==> config.mk <==
export PLATFORM = sky130hd
export DESIGN_NAME = cce_cell
export DESIGN_NICKNAME = d
export VERILOG_FILES = /design/src/hw/rtl/cce_pkg.sv /design/src/hw/rtl/cce_cell.sv
export SDC_FILE = /design/constraint.sdc
export NUM_CORES = 1
export LEC_CHECK = 0
export ABC_AREA = 1
export BUFFER_PORTS_ARGS = -buffer_cell sky130_fd_sc_hd__buf_2
export CAP_MARGIN = 20
export CORE_UTILIZATION = 43
export DETAILED_ROUTE_END_ITERATION = 7
export MAX_ROUTING_LAYER = met4
export PLACE_DENSITY = 0.84
export SYNTH_ARGS = -nofsm -noshare
export SYNTH_HDL_FRONTEND = slang
export SYNTH_SLANG_ARGS = --single-unit
==> constraint.sdc <==
create_clock -name clk -period 1.8 [get_ports clk]
set_input_delay 0.36 -clock clk [delete_from_list [all_inputs] [get_ports clk]]
set_output_delay 0.36 -clock clk [all_outputs]
set_load 0.03 [all_outputs]
==> src/hw/rtl/cce_pkg.sv <==
package cce_pkg;

	localparam int MAX_SITES_DEF = 256;
	localparam int SPIN_W        = 16;
	localparam int CPL_W         = 32;
	localparam int TERM_W        = 64;
	localparam int ENERGY_W      = 64;
	localparam int LEN_CFG_W     = 9;
	localparam int OP_W          = 2;
	localparam int SITE_W        = 8;
	localparam int OUT_SHIFT     = 17;

	localparam logic [LEN_CFG_W-1:0] LEN_RESET = 9'd256;

	localparam logic [OP_W-1:0] OP_SPIN   = 2'd0;
	localparam logic [OP_W-1:0] OP_CPL    = 2'd1;
	localparam logic [OP_W-1:0] OP_ENERGY = 2'd2;

	typedef enum logic [5:0] {
		S_IDLE  = 6'b000001,
		S_COPY  = 6'b000010,
		S_ADV   = 6'b000100,
		S_RUN   = 6'b001000,
		S_DRAIN = 6'b010000,
		S_FIN   = 6'b100000
	} state_t;

	typedef struct packed {
		logic rot_a;
		logic rot_b;
		logic copy_b;
	} cell_ctl_t;

	typedef struct packed {
		logic cpl_we;
		logic rd_en;
		logic prod_en;
		logic clear;
	} mac_ctl_t;

endpackage

==> src/hw/rtl/cce_cell.sv <==
module cce_cell (
	input  logic                              clk,
	input  cce_pkg::cell_ctl_t                ctl,
	input  logic                              act,
	input  logic                              wr,
	input  logic signed [cce_pkg::SPIN_W-1:0] wr_data,
	input  logic signed [cce_pkg::SPIN_W-1:0] a_in,
	input  logic signed [cce_pkg::SPIN_W-1:0] b_in,
	output logic signed [cce_pkg::SPIN_W-1:0] spin_a,
	output logic signed [cce_pkg::SPIN_W-1:0] spin_b
);

	logic signed [cce_pkg::SPIN_W-1:0] a_q;
	logic signed [cce_pkg::SPIN_W-1:0] b_q;

	// The first copy holds the written spin and shifts during a run; the second copy is loaded from it and shifted.
	always_ff @(posedge clk) begin
		if (wr) begin
			a_q <= wr_data;
		end else if (ctl.rot_a && act) begin
			a_q <= a_in;
		end
		if (ctl.copy_b) begin
			b_q <= a_q;
		end else if (ctl.rot_b && act) begin
			b_q <= b_in;
		end
	end

	assign spin_a = a_q;
	assign spin_b = b_q;

endmodule

# --- After elaboration in Yosys (flattened, before gate mapping) ---
# Index checks and enable logic that the tools add are counted.
totals:
  register_bits: 32
  latchBits: 0
  ramBits: 0
  mem_bits_ro: 0
  in_bits: 54
  out_inout_bits: 32
  word_cells: 10
  n_memories: 0
classes:
  addsub: 0
  n_mul: 0
  div_mod_pow: 0
  n_lt_le_gt_ge: 0
  eq_ne: 0
  shifts: 0
  mux: 4
  bitwise_logic: 0
  n_reduce_logical: 4
op_table:
  columns: ["cell", "n"]
  rows:
  - ["2-to-1 mux 16 bit", 4]
  - ["nonzero test 2 bit", 2]
  - ["logical AND 1 bit", 2]

# --- Longest topological paths before layout ---
# Gate-level depths: netlist of run 1.
depth:
  depth_word: 3
  depth_mapped: 5
  ltp_nobuf: 3

# --- Least setup slack after synthesis of run 1 ---
# No wires, ideal clock.
synth_path:
  path_kind: "input-to-reg"
  startpoint: "input ctl[0] in the netlist's numbering"
  endpoint: "register b_q (netlist bit spin_b[0]) (enable)"
  setup_time_ns: 0.372
  arrival_ns: 1.014
  slack_ns: 0.415
  cell_stages: 4
  path_buffers: 2
  path_cell_list: "buf_6 > inv_8 > buf_8 > nand2_1"
synth_via:
  elab_chain_cells: 1
synth_rtl:
  columns: ["item", "line", "rtl"]
  rows:
  - ["from (decl)", "cce_cell.sv:3", "input cce_pkg::cell_ctl_t ctl,"]
  - ["nonzero test 2 bit (no line)", null, null]
  - ["to (signal assigned)", "cce_cell.sv:24", "b_q <= a_q;"]
  - ["to (signal assigned)", "cce_cell.sv:26", "b_q <= b_in;"]
  - ["to (decl)", "cce_cell.sv:14", "logic signed [cce_pkg::SPIN_W-1:0] b_q;"]
# No other way between the ends.
# A chain may end at the register's enable or synchronous reset.

# --- Worst setup path after layout of run 1 ---
layout_path:
  startpoint: "register a_q (netlist bit spin_a[5])"
  endpoint: "output spin_a[5] in the netlist's numbering"
layout_rtl:
  columns: ["item", "line", "rtl"]
  rows:
  - ["from (decl)", "cce_cell.sv:13", "logic signed [cce_pkg::SPIN_W-1:0] a_q;"]
  - ["from (signal assigned)", "cce_cell.sv:19", "a_q <= wr_data;"]
  - ["from (signal assigned)", "cce_cell.sv:21", "a_q <= a_in;"]
  - ["to (decl)", "cce_cell.sv:9", "output logic signed [cce_pkg::SPIN_W-1:0] spin_a,"]
# No word-level cell between the ends.

==> metrics.md, run 1 <==
| Metric | Value |
|---|---|
| Via count | 1163 |
| Io pins | 86 |
| Core ar. | 0.00313 mm2 |
| P per Cell Area | 878 mW/mm2 |
| Clock Skew | 4.36 ps |
| Number of I/O port buffers | 85 |
| Gate power share | 24.3% |
| Total CTS buffers | 5 |
| Number of nets produced by synthesis | 194 |
| Maximum cell stage delay along the critical path | 420 ps |
| Placer Congestion | 0.861 |
| Overall die height | 59.9 um |
| M2 GR Usage | 25.6% |
| Buffers and inverters on the worst path | 1 |
| Count of final max-slew check failures | 0 |
| Residual antenna-violating net count after detailed routing | 0 |
| Hold/Removal Path Class | in2reg |
| Post-cts hold buffer count | 0 |
| Met3 global-route usage | 3.90% |
| Hold_ws | 314 ps |
| Fraction of power consumed by sequential logic | 56.7% |
| Crit path DAT | 930 ps |
| Top library cells by usage in the layout, fill and taps aside | sky130_fd_sc_hd__nand2_1, sky130_fd_sc_hd__buf_2, sky130_fd_sc_hd__edfxtp_1 |
| Mean instance size in the synthesized netlist | 10.3 um2 |
| Global-route wire length before repair | 4210 um |
| Synth area leader | sky130_fd_sc_hd__edfxtp_1 |
| Detailed router's first-iteration violation count | 32 |
| Die ar. | 0.00359 mm2 |
| Cell area after technology mapping | 0.00144 mm2 |
| Number of global-route vias before repair | 994 |
| Ant diodes | 0 |
| Required time worst endpoint | 1440 ps |
| Internal Power | 1.17 mW |
| Critical-path cell list | buf_2 |
| Portion of the clock cycle consumed by the worst path in the final layout | 71.7% |
| Cell Count, Final, Fillers Out | 270 |
| Layer carrying the most global-route usage | met2 |
| Critical path capture point type | output port |
| Switching power | 496 uW |
| Max capacitance violation total | 0 |
| Overall Global Routing Usage | 17.3% |
| Cell count after placement | 265 |
| Largest net degree at the start of global routing | 18 |
| Final WL | 2770 um |
| Final setup violation count | 0 |
| DRC viols | 0 |
| Worst skew pair latency | 310 ps |
| Count of endpoints failing hold in the final timing report | 0 |
| # H-tree levels | 2 |
| Register bit count reported by yosys | 32 |
| Top cells by area, synth | sky130_fd_sc_hd__edfxtp_1, sky130_fd_sc_hd__nand2_1, sky130_fd_sc_hd__buf_6 |
| Post-synth cell types | 7 |
| Horizontal die dimension | 59.9 um |
| Warnings from Yosys | 0 |
| Sum of overflow across all layers after global routing | 0 |
| Proportion of synthesized chip area in sequential cells | 66.6% |
| Part of the power in the clock network | 19.0% |
| Root buffer cell | sky130_fd_sc_hd__clkbuf_4 |
| Library cell contributing the largest single delay on the critical path | sky130_fd_sc_hd__edfxtp_1 |
| Worst IR Drop VDD | 328 uV |
| Count of standard-cell rows | 20 |
| Final critical-path required period | 1290 ps |
| Worst slew margin relative to its limit | 78.7% |
| Biggest fanout along the worst timing path | 2 |
| Startpoint kind of the worst setup timing path | flop |
| Proportion of layout cells with a drive suffix above 1 | 43.4% |
| Status | completed |
| Antenna violations before repair | 0 |
| Switching part of the total | 29.7% |
| Least-Margin Pin Slew | 319 ps |
| Total Nets Final | 282 |
| Initial core utilization | 46.1% |
| Worst setup path category | reg2out |
| Maximum buffer depth of the clock tree | 2 |
| TritonCTS Sinks | 32 |
| Leading cell type in the layout, fill and taps excluded | sky130_fd_sc_hd__nand2_1 |
| Setup repair after global routing missed its margin | no |
| Max frequency | 0.774 GHz |
| Gate count after technology mapping | 140 |
| CTS tree | built |
| Top-area cell type share of the netlist area | 66.6% |
| Number of detailed-route iterations in the first pass | 4 |
| Fin Setup TNS | 0 ps |
| LEAKAGE | 0.998 nW |
| Cell family with the largest share of critical-path delay | flip-flops |
| Post-CTS repair timing setup buffer count | 0 |
| Count of cells resized by post-cts repair | 0 |
| Met1 global-route usage | 21.0% |
| Post-synthesis to final-layout area growth | 31.8% |
| Fillcell total | 275 |
| Clock transition at the registers of the reported paths | 80 ps |
| Avg WL per Cell | 10.3 um |
| Routed via count divided by cell count | 4.31 |
-- flip-flops by register name, indices dropped and copies added (netlist names) --
signal / flops
spin_b: 16
spin_a: 16
-- cell type report --
class | count | area, um2 | share of cell area [%]
inverters | 2 | 22.5 | 1.18
multi-input cells | 100 | 385 | 20.3
repair buffers | 87 | 440 | 23.2
clock buffers | 5 | 37.5 | 1.97
flip-flops and latches | 32 | 961 | 50.5
well taps | 44 | 55.1 | 2.89
-- per-layer routing --
metal	share of wire [%]	wire length, um
met1	45	1260
met3	8.1	225
met2	44	1210
met5	0	0
met4	2.7	74
-- power groups by stage --
stage                     Combinational (mW)  Clock (mW)  Sequential (mW)
after floorplan                        0.106           0             1.13
after global placement                 0.406           0            0.965
after detailed placement               0.407           0            0.965
after CTS                              0.408       0.324            0.948
after global routing                   0.440       0.354            0.957
final                                  0.406       0.318            0.946
-- logic make-up after synthesis --
group / synth area share [%]
AND/OR/NAND/NOR: 26.7
flip-flops: 66.6
buffers and inverters: 6.68
-- Yosys cell counts --
cell,instances
sky130_fd_sc_hd__inv_8,2
sky130_fd_sc_hd__buf_8,1
sky130_fd_sc_hd__buf_6,4
sky130_fd_sc_hd__nand2_2,4
sky130_fd_sc_hd__nand2_1,96
sky130_fd_sc_hd__clkbuf_8,1
sky130_fd_sc_hd__edfxtp_1,32
-- path summary, 6_finish.rpt --
kind / depth (start not counted) / slack [ps] / endpoint / start
min: 3 / 310 / spin_b[1]$_DFFE_PP_ / b_in[1]
min reg2reg: 2 / 560 / spin_b[0]$_DFFE_PP_ / spin_a[0]$_DFFE_PP_
max reg2reg: 2 / 1010 / spin_b[5]$_DFFE_PP_ / spin_a[5]$_DFFE_PP_
max: 1 / 510 / spin_a[5] / spin_a[5]$_DFFE_PP_
-- worst reg2reg max path, cell delays in order, from the launching register on --
cell,delay (ps)
sky130_fd_sc_hd__edfxtp_1,420
sky130_fd_sc_hd__nand2_1,90
sky130_fd_sc_hd__nand2_1,50
-- metrics by stage --
| step | utilization, % | instance area [um2] | power [mW] | setup WS [ps] |
|---|---|---|---|---|
| 6_report | 60.8 | 1900 | 1.67 | 509 |
| 5_1_grt | 60.8 | 1900 | 1.75 | 467 |
| 4_1_cts | 60.8 | 1900 | 1.68 | 491 |
| 3_5_place_dp | 59.6 | 1860 | 1.37 | 440 |
| 3_3_place_gp | 59.6 | 1860 | 1.37 | 459 |
| 2_1_floorplan | - | 1440 | 1.23 | 415 |
Note: power is estimated with default switching activity, not from simulation.
==> run 2, diff against run 1 <==
--- a/config.mk
+++ b/config.mk
@@ -5,7 +5,7 @@
 export SDC_FILE = /design/constraint.sdc
 export NUM_CORES = 1
 export LEC_CHECK = 0
-export ABC_AREA = 1
+export ABC_AREA = 0
 export BUFFER_PORTS_ARGS = -buffer_cell sky130_fd_sc_hd__buf_2
 export CAP_MARGIN = 20
 export CORE_UTILIZATION = 43
==> constraint.sdc (replaced) <==
create_clock -name clk -period 1.3 [get_ports clk]
set_input_delay 0.26 -clock clk [delete_from_list [all_inputs] [get_ports clk]]
set_output_delay 0.26 -clock clk [all_outputs]
set_load 0.03 [all_outputs]
==> run 2 against run 1 <==
Via count down 18%. Non-clock buffer count unchanged. Design area up 3.9%. Routed wire length increased by 2.2%. Final cell count fell by 24%. Critical endpoint is now spin_a[13]. Utilization rose by 1.9 points. Sequential cell count did not move. Synthesized area is 1.8% higher. Combinational power increased by 50%. Clock power increased by 62%. Hold slack got worse by 88 ps. Synthesized cell count fell by 50%.
==> metrics.md, run 2 <==
| Metric | Value |
|---|---|
| Status | completed (unchanged) |
| Utilization of the core after routing | 62.7% (was 60.8%) |
| P per Cell Area | 1240 mW/mm2 (was 878 mW/mm2) |
| Ant diodes | 0 (unchanged) |
| Post-CTS repair timing setup buffer count | 0 (unchanged) |
| Detailed placement HPWL | 2290 um |
| Worst skew pair latency | 330 ps (was 310 ps) |
| Routed via count divided by cell count | 4.64 (was 4.31) |
| Maximum cell stage delay along the critical path | 430 ps (was 420 ps) |
| Fin Setup TNS | 0 ps (unchanged) |
| Final setup violation count | 0 (unchanged) |
| Count of endpoints failing hold in the final timing report | 0 (unchanged) |
| Sum of overflow across all layers after global routing | 0 (unchanged) |
| Async set-reset flop share out of synthesis | 0% (unchanged) |
| Via count | 952 (was 1163) |
| Buffers and inverters on the worst path | 1 (unchanged) |
| Final critical-path required period | 1210 ps |
| Library cell contributing the largest single delay on the critical path | sky130_fd_sc_hd__edfxtp_1 (unchanged) |
| CTS tree | built (unchanged) |
| Clock Skew | 8.07 ps (was 4.36 ps) |
| R2R cell count | 1 (was 2) |
| # H-tree levels | 2 (unchanged) |
| Post-cts hold buffer count | 0 (unchanged) |
| DRC viols | 0 (unchanged) |
| Final WL | 2840 um (was 2770 um) |
| Count of standard-cell rows | 20 (unchanged) |
| Cell area after technology mapping | 0.00147 mm2 (was 0.00144 mm2) |
| Hold/Removal Path Class | in2reg (unchanged) |
| Synth area leader | sky130_fd_sc_hd__edfxtp_1 (unchanged) |
| Startpoint kind of the worst setup timing path | flop (unchanged) |
| Max frequency | 0.824 GHz |
| Io pins | 86 (unchanged) |
| Overall Global Routing Usage | 17.0% (was 17.3%) |
| Number of detailed-route iterations in the first pass | 4 (unchanged) |
| Cell Count, Final, Fillers Out | 205 (was 270) |
| Cell count after placement | 197 (was 265) |
| Portion of the clock cycle consumed by the worst path in the final layout | 93.4% |
| Global-route wire length before repair | 4090 um (was 4210 um) |
| Setup repair after global routing missed its margin | no (unchanged) |
| Worst Hold Path EP | spin_b[0]$_DFFE_PP_ (was spin_b[1]$_DFFE_PP_) |
| Residual antenna-violating net count after detailed routing | 0 (unchanged) |
| Number of I/O port buffers | 85 (unchanged) |
| R2R Path End | spin_b[13]$_DFFE_PP_ (was spin_b[5]$_DFFE_PP_) |
| Maximum buffer depth of the clock tree | 2 (unchanged) |
| Top cells by area, synth | sky130_fd_sc_hd__edfxtp_1, sky130_fd_sc_hd__mux2_4, sky130_fd_sc_hd__mux2_2 (was sky130_fd_sc_hd__edfxtp_1, sky130_fd_sc_hd__nand2_1, sky130_fd_sc_hd__buf_6) |
| Placed inst area | 0.00193 mm2 (was 0.00186 mm2) |
| Cell depth of the worst hold path | 2 (was 3) |
| Least-Margin Pin Slew | 353 ps (was 319 ps) |
| Overall die height | 60.4 um (was 59.9 um) |
| Hold_sp | b_in[0] (was b_in[1]) |
| Warnings from Yosys | 0 (unchanged) |
| Count of final max-slew check failures | 0 (unchanged) |
| TritonCTS Sinks | 32 (unchanged) |
| Crit path DAT | 950 ps (was 930 ps) |
| Worst setup path category | reg2out (unchanged) |
| Proportion of synthesized chip area in sequential cells | 65.4% (was 66.6%) |
| Total CTS buffers | 5 (unchanged) |
| Cell family with the largest share of critical-path delay | flip-flops (unchanged) |
| Detailed router's first-iteration violation count | 16 (was 32) |
| Critical path capture point type | output port (unchanged) |
| Total Nets Final | 214 (was 282) |
| Number of global-route vias before repair | 922 (was 994) |
| Avg WL per Cell | 13.8 um (was 10.3 um) |
| Placer Congestion | 0.784 (was 0.861) |
| Leading cell type in the layout, fill and taps excluded | sky130_fd_sc_hd__buf_2 (was sky130_fd_sc_hd__nand2_1) |
| Required time worst endpoint | 1040 ps (was 1440 ps) |
| Antenna violations before repair | 0 (unchanged) |
| Mean instance size in the synthesized netlist | 21.0 um2 (was 10.3 um2) |
| Horizontal die dimension | 60.4 um (was 59.9 um) |
| Register bit count reported by yosys | 32 (unchanged) |
| Summed area of non-filler cells in the final layout | 0.00198 mm2 (was 0.00190 mm2) |
| Slack of the worst reg-to-reg path | 350 ps (was 1010 ps) |
| Die ar. | 0.00365 mm2 (was 0.00359 mm2) |
| Post-synthesis to final-layout area growth | 34.5% (was 31.8%) |
| Most common cell in the synthesized netlist | sky130_fd_sc_hd__edfxtp_1 (was sky130_fd_sc_hd__nand2_1) |
| Root buffer cell | sky130_fd_sc_hd__clkbuf_4 (unchanged) |
| Post-synth cell types | 6 (was 7) |
| Critical-path cell list | buf_2 (unchanged) |
| Proportion of layout cells with a drive suffix above 1 | 78.3% (was 43.4%) |
| Largest net degree at the start of global routing | 18 (unchanged) |
| Initial core utilization | 46.6% (was 46.1%) |
| Number of nets produced by synthesis | 124 (was 194) |
| Synth Flop Type | sky130_fd_sc_hd__edfxtp_1 (unchanged) |
| R2r startpoint | spin_a[13]$_DFFE_PP_ (was spin_a[5]$_DFFE_PP_) |
| LEAKAGE | 0.913 nW (was 0.998 nW) |
| Core ar. | 0.00315 mm2 (was 0.00313 mm2) |
| Max capacitance violation total | 0 (unchanged) |
| Clock transition at the registers of the reported paths | 100 ps (was 80 ps) |
| Top-area cell type share of the netlist area | 65.4% (was 66.6%) |
| Gate count after technology mapping | 70 (was 140) |
| Top library cells by usage in the layout, fill and taps aside | sky130_fd_sc_hd__buf_2, sky130_fd_sc_hd__edfxtp_1, sky130_fd_sc_hd__mux2_4 (was sky130_fd_sc_hd__nand2_1, sky130_fd_sc_hd__buf_2, sky130_fd_sc_hd__edfxtp_1) |
| Fillcell total | 242 (was 275) |
| Worst IR Drop VDD | 375 uV (was 328 uV) |
| Count of cells resized by post-cts repair | 0 (unchanged) |
| Top cells by count, synth | sky130_fd_sc_hd__edfxtp_1, sky130_fd_sc_hd__mux2_4, sky130_fd_sc_hd__mux2_2 (was sky130_fd_sc_hd__nand2_1, sky130_fd_sc_hd__edfxtp_1, sky130_fd_sc_hd__buf_6, sky130_fd_sc_hd__nand2_2, sky130_fd_sc_hd__inv_8) |
| Count of flip-flops with a built-in enable after synthesis | 32 (unchanged) |
| Biggest fanout along the worst timing path | 2 (unchanged) |
| Worst slew margin relative to its limit | 76.5% (was 78.7%) |
[run 2: changes by cell type in the layout (fill, tap and decap cells not counted)]
| cell | change |
|---|---|
| sky130_fd_sc_hd__nand2_1 | -96 |
| sky130_fd_sc_hd__a21o_2 | +2 |
| sky130_fd_sc_hd__buf_4 | -2 |
| sky130_fd_sc_hd__buf_12 | +2 |
| sky130_fd_sc_hd__mux2_2 | +14 |
| sky130_fd_sc_hd__mux2_4 | +18 |
| sky130_fd_sc_hd__clkbuf_1 | +2 |
| sky130_fd_sc_hd__clkinv_1 | +1 |
| sky130_fd_sc_hd__inv_8 | -2 |
| sky130_fd_sc_hd__nand2_2 | -4 |
[run 2: how the worst max path moves through the flow]
stage                    startpoint             endpoint  slack, ps  cells past startpoint
3_5_place_dp                     wr  spin_a[0]$_DFFE_PP_         60                      3
2_1_floorplan                    wr  spin_a[0]$_DFFE_PP_        200                      3
4_1_cts        spin_a[13]$_DFFE_PP_           spin_a[13]         60                      1
5_1_grt        spin_a[13]$_DFFE_PP_           spin_a[13]         40                      1
3_3_place_gp                 ctl[0]  spin_b[3]$_DFFE_PP_        110                      3
6_report       spin_a[13]$_DFFE_PP_           spin_a[13]         90                      1
[run 2: kinds of logic after synthesis]
logic type / after synthesis / synth area share (%)
buffers and inverters: 4 / 4.26
AO/OA/AOI/OAI: 2 / 1.19
multiplexers: 32 / 29.1
flip-flops: 32 / 65.4
[run 2: area by class of cell]
| type | count | area, um2 | share of cell area [%] |
|---|---|---|---|
| Timing Repair Buffer | 87 | 465 | 23.6 |
| Clock inverter | 1 | 3.75 | 0.190 |
| Sequential cell | 32 | 961 | 48.6 |
| Clock buffer | 7 | 45.0 | 2.28 |
| Multi-Input combinational cell | 34 | 445 | 22.5 |
| Tap cell | 44 | 55.1 | 2.79 |
[run 2: through the flow]
step | total power, mW | hold slack, ps | setup slack [ps]
6_report | 2.45 | 226 | 86.3
3_3_place_gp | 1.94 | 559 | 114
4_1_cts | 2.47 | 210 | 62.3
3_5_place_dp | 1.96 | 558 | 57.9
2_1_floorplan | 1.75 | 477 | 200
5_1_grt | 2.54 | 209 | 43.9
[run 2: per-layer routing]
layer,share of wire (%),GRT usage (%)
met1,39,16.9
met2,49,27.3
met3,8.4,4.69
met4,3.2,14.6
met5,0,-
[run 2: power breakdown]
| group | internal (mW) | switching, mW | total [mW] |
|---|---|---|---|
| combinational | 0.254 | 0.357 | 0.611 |
| sequential | 1.27 | 0.0447 | 1.32 |
| clock | 0.208 | 0.307 | 0.515 |
| total | 1.74 | 0.709 | 2.45 |
==> run 3, diff against run 2 <==
--- a/config.mk
+++ b/config.mk
@@ -8,8 +8,10 @@
 export ABC_AREA = 0
 export BUFFER_PORTS_ARGS = -buffer_cell sky130_fd_sc_hd__buf_2
 export CAP_MARGIN = 20
+export CORE_MARGIN = 4
 export CORE_UTILIZATION = 43
 export DETAILED_ROUTE_END_ITERATION = 7
+export GPL_TIMING_DRIVEN = 0
 export MAX_ROUTING_LAYER = met4
 export PLACE_DENSITY = 0.84
 export SYNTH_ARGS = -nofsm -noshare
==> run 3 against run 2 <==
Largest power group unchanged. First-iteration DRC count grew to 3.2 times the previous value. Critical path depth stayed put. Critical path type unchanged. Clock-buffer cell count is 2 lower. Utilization is 0.28 points higher. Highest routed layer unchanged. Routed wire length is 8.9% higher. Total power is 0.96% lower. Final cell count is 0.49% lower. Via count is 3.0% lower. Sequential power hardly changed.
==> metrics.md, run 3 (synthesis gave the netlist of run 2 again) <==
| Metric | Value |
|---|---|
| Status | completed (unchanged) |
| Fin Setup TNS | 0 ps (unchanged) |
| Final WL | 3090 um (was 2840 um) |
| Overall die height | 66.4 um (was 60.4 um) |
| Detailed placement HPWL | 2560 um (was 2290 um) |
| Number of I/O port buffers | 83 (was 85) |
| Maximum buffer depth of the clock tree | 2 (unchanged) |
| Proportion of layout cells with a drive suffix above 1 | 78.8% (was 78.3%) |
| Number of global-route vias before repair | 930 (was 922) |
| TritonCTS Sinks | 32 (unchanged) |
| Final critical-path required period | 1230 ps (was 1210 ps) |
| Ant diodes | 0 (unchanged) |
| Count of cells resized by post-cts repair | 0 (unchanged) |
| Antenna violations before repair | 0 (unchanged) |
| Overall Global Routing Usage | 14.2% (was 17.0%) |
| Number of detailed-route iterations in the first pass | 4 (unchanged) |
| Sum of overflow across all layers after global routing | 0 (unchanged) |
| Maximum cell stage delay along the critical path | 440 ps (was 430 ps) |
| Post-synthesis to final-layout area growth | 35.1% (was 34.5%) |
| Final setup violation count | 0 (unchanged) |
| Count of final max-slew check failures | 0 (unchanged) |
| Max frequency | 0.814 GHz (was 0.824 GHz) |
| Horizontal die dimension | 66.4 um (was 60.4 um) |
| Post-CTS repair timing setup buffer count | 0 (unchanged) |
| Avg WL per Cell | 15.1 um (was 13.8 um) |
| Root buffer cell | sky130_fd_sc_hd__clkbuf_4 (unchanged) |
| Via count | 923 (was 952) |
| Top library cells by usage in the layout, fill and taps aside | sky130_fd_sc_hd__buf_2, sky130_fd_sc_hd__edfxtp_1, sky130_fd_sc_hd__mux2_4 (unchanged) |
| Hold_sp | a_in[4] (was b_in[0]) |
| Residual antenna-violating net count after detailed routing | 0 (unchanged) |
| Worst skew pair latency | 320 ps (was 330 ps) |
| Buffers and inverters on the worst path | 1 (unchanged) |
| Critical-path cell list | buf_2 (unchanged) |
| Cell family with the largest share of critical-path delay | flip-flops (unchanged) |
| Crit path DAT | 970 ps (was 950 ps) |
| Required time worst endpoint | 1040 ps (about the same) |
| Largest net degree at the start of global routing | 17 (was 18) |
| Least-Margin Pin Slew | 350 ps (was 353 ps) |
| Utilization of the core after routing | 62.9% (was 62.7%) |
| # H-tree levels | 2 (unchanged) |
| P per Cell Area | 1220 mW/mm2 (was 1240 mW/mm2) |
| Critical path capture point type | output port (unchanged) |
| Io pins | 86 (unchanged) |
| Routed via count divided by cell count | 4.52 (was 4.64) |
| R2R Path End | spin_b[14]$_DFFE_PP_ (was spin_b[13]$_DFFE_PP_) |
| Initial core utilization | 46.6% (unchanged) |
| Portion of the clock cycle consumed by the worst path in the final layout | 94.5% (was 93.4%) |
| Count of endpoints failing hold in the final timing report | 0 (unchanged) |
| Clock Skew | 4.22 ps (was 8.07 ps) |
| Worst Hold Path EP | spin_a[4]$_DFFE_PP_ (was spin_b[0]$_DFFE_PP_) |
| Leading cell type in the layout, fill and taps excluded | sky130_fd_sc_hd__buf_2 (unchanged) |
| Cell depth of the worst hold path | 2 (unchanged) |
| CTS tree | built (unchanged) |
| Placer Congestion | 0.778 (was 0.784) |
| R2R cell count | 1 (unchanged) |
| Setup repair after global routing missed its margin | no (unchanged) |
| Count of standard-cell rows | 20 (unchanged) |
| Total Nets Final | 214 (unchanged) |
| Clock transition at the registers of the reported paths | 90 ps (was 100 ps) |
| Core ar. | 0.00315 mm2 (unchanged) |
| Global-route wire length before repair | 4330 um (was 4090 um) |
| Hold/Removal Path Class | in2reg (unchanged) |
| LEAKAGE | 0.916 nW (was 0.913 nW) |
| Startpoint kind of the worst setup timing path | flop (unchanged) |
| DRC viols | 0 (unchanged) |
| R2r startpoint | spin_a[14]$_DFFE_PP_ (was spin_a[13]$_DFFE_PP_) |
| Library cell contributing the largest single delay on the critical path | sky130_fd_sc_hd__edfxtp_1 (unchanged) |
| Worst slew margin relative to its limit | 76.7% (was 76.5%) |
| Worst IR Drop VDD | 395 uV (was 375 uV) |
| Detailed router's first-iteration violation count | 51 (was 16) |
| Total CTS buffers | 5 (unchanged) |
| Post-cts hold buffer count | 0 (unchanged) |
| Slack of the worst reg-to-reg path | 340 ps (was 350 ps) |
| Max capacitance violation total | 0 (unchanged) |
| Die ar. | 0.00441 mm2 (was 0.00365 mm2) |
| Worst setup path category | reg2out (unchanged) |
| Biggest fanout along the worst timing path | 2 (unchanged) |
-- run 3: cell types whose count changed in the layout (fill, tap and decap cells not counted), sizes merged --
cell    previous run  this run
clkbuf             7         5
clkinv             1         2
-- run 3: final cells by class --
type	instances	area (um2)
fill	239	1170
sequential	32	961
multi-input combinational	34	445
timing repair buffer	83	415
buffer	4	62.6
tap	44	55.1
clock buffer	5	37.5
clock inverter	2	7.51
-- run 3: routing by layer --
| layer | GRT usage, % | wire length [um] | vias up |
|---|---|---|---|
| li1 | - | - | 452 |
| met2 | 24.9 | 1740 | 44 |
| met3 | 3.74 | 235 | 5 |
| met1 | 13.8 | 1070 | 422 |
| met4 | 9.14 | 42 | 0 |
| met5 | - | 0 | - |
-- run 3: worst max path at each step --
stage	startpoint	endpoint	slack, ps	cells past startpoint
3_3_place_gp	ctl[0]	spin_b[0]$_DFFE_PP_	110	3
2_1_floorplan	wr	spin_a[0]$_DFFE_PP_	200	3
3_5_place_dp	ctl[0]	spin_b[15]$_DFFE_PP_	80	3
6_report	spin_a[14]$_DFFE_PP_	spin_a[14]	70	1
5_1_grt	spin_a[14]$_DFFE_PP_	spin_a[14]	30	1
4_1_cts	spin_a[14]$_DFFE_PP_	spin_a[14]	60	1
-- run 3: stage by stage --
stage / hold slack (ps) / std cells / cell area (um2) / total power, mW / setup slack, ps
2_1_floorplan: 477 / 70 / 1470 / 1.75 / 200
3_3_place_gp: 554 / 197 / 1940 / 1.95 / 109
3_5_place_dp: 564 / 197 / 1940 / 1.96 / 83.1
4_1_cts: 225 / 204 / 1980 / 2.44 / 63.6
5_1_grt: 206 / 204 / 1980 / 2.53 / 26.5
6_report: 233 / 204 / 1980 / 2.42 / 71.2
-- run 3: report_power, final --
group | total [mW] | leakage, nW | switching [mW] | internal, mW
logic | 0.616 | 0.570 | 0.358 | 0.258
clock network | 0.487 | 0.0261 | 0.299 | 0.188
registers | 1.32 | 0.320 | 0.0443 | 1.27
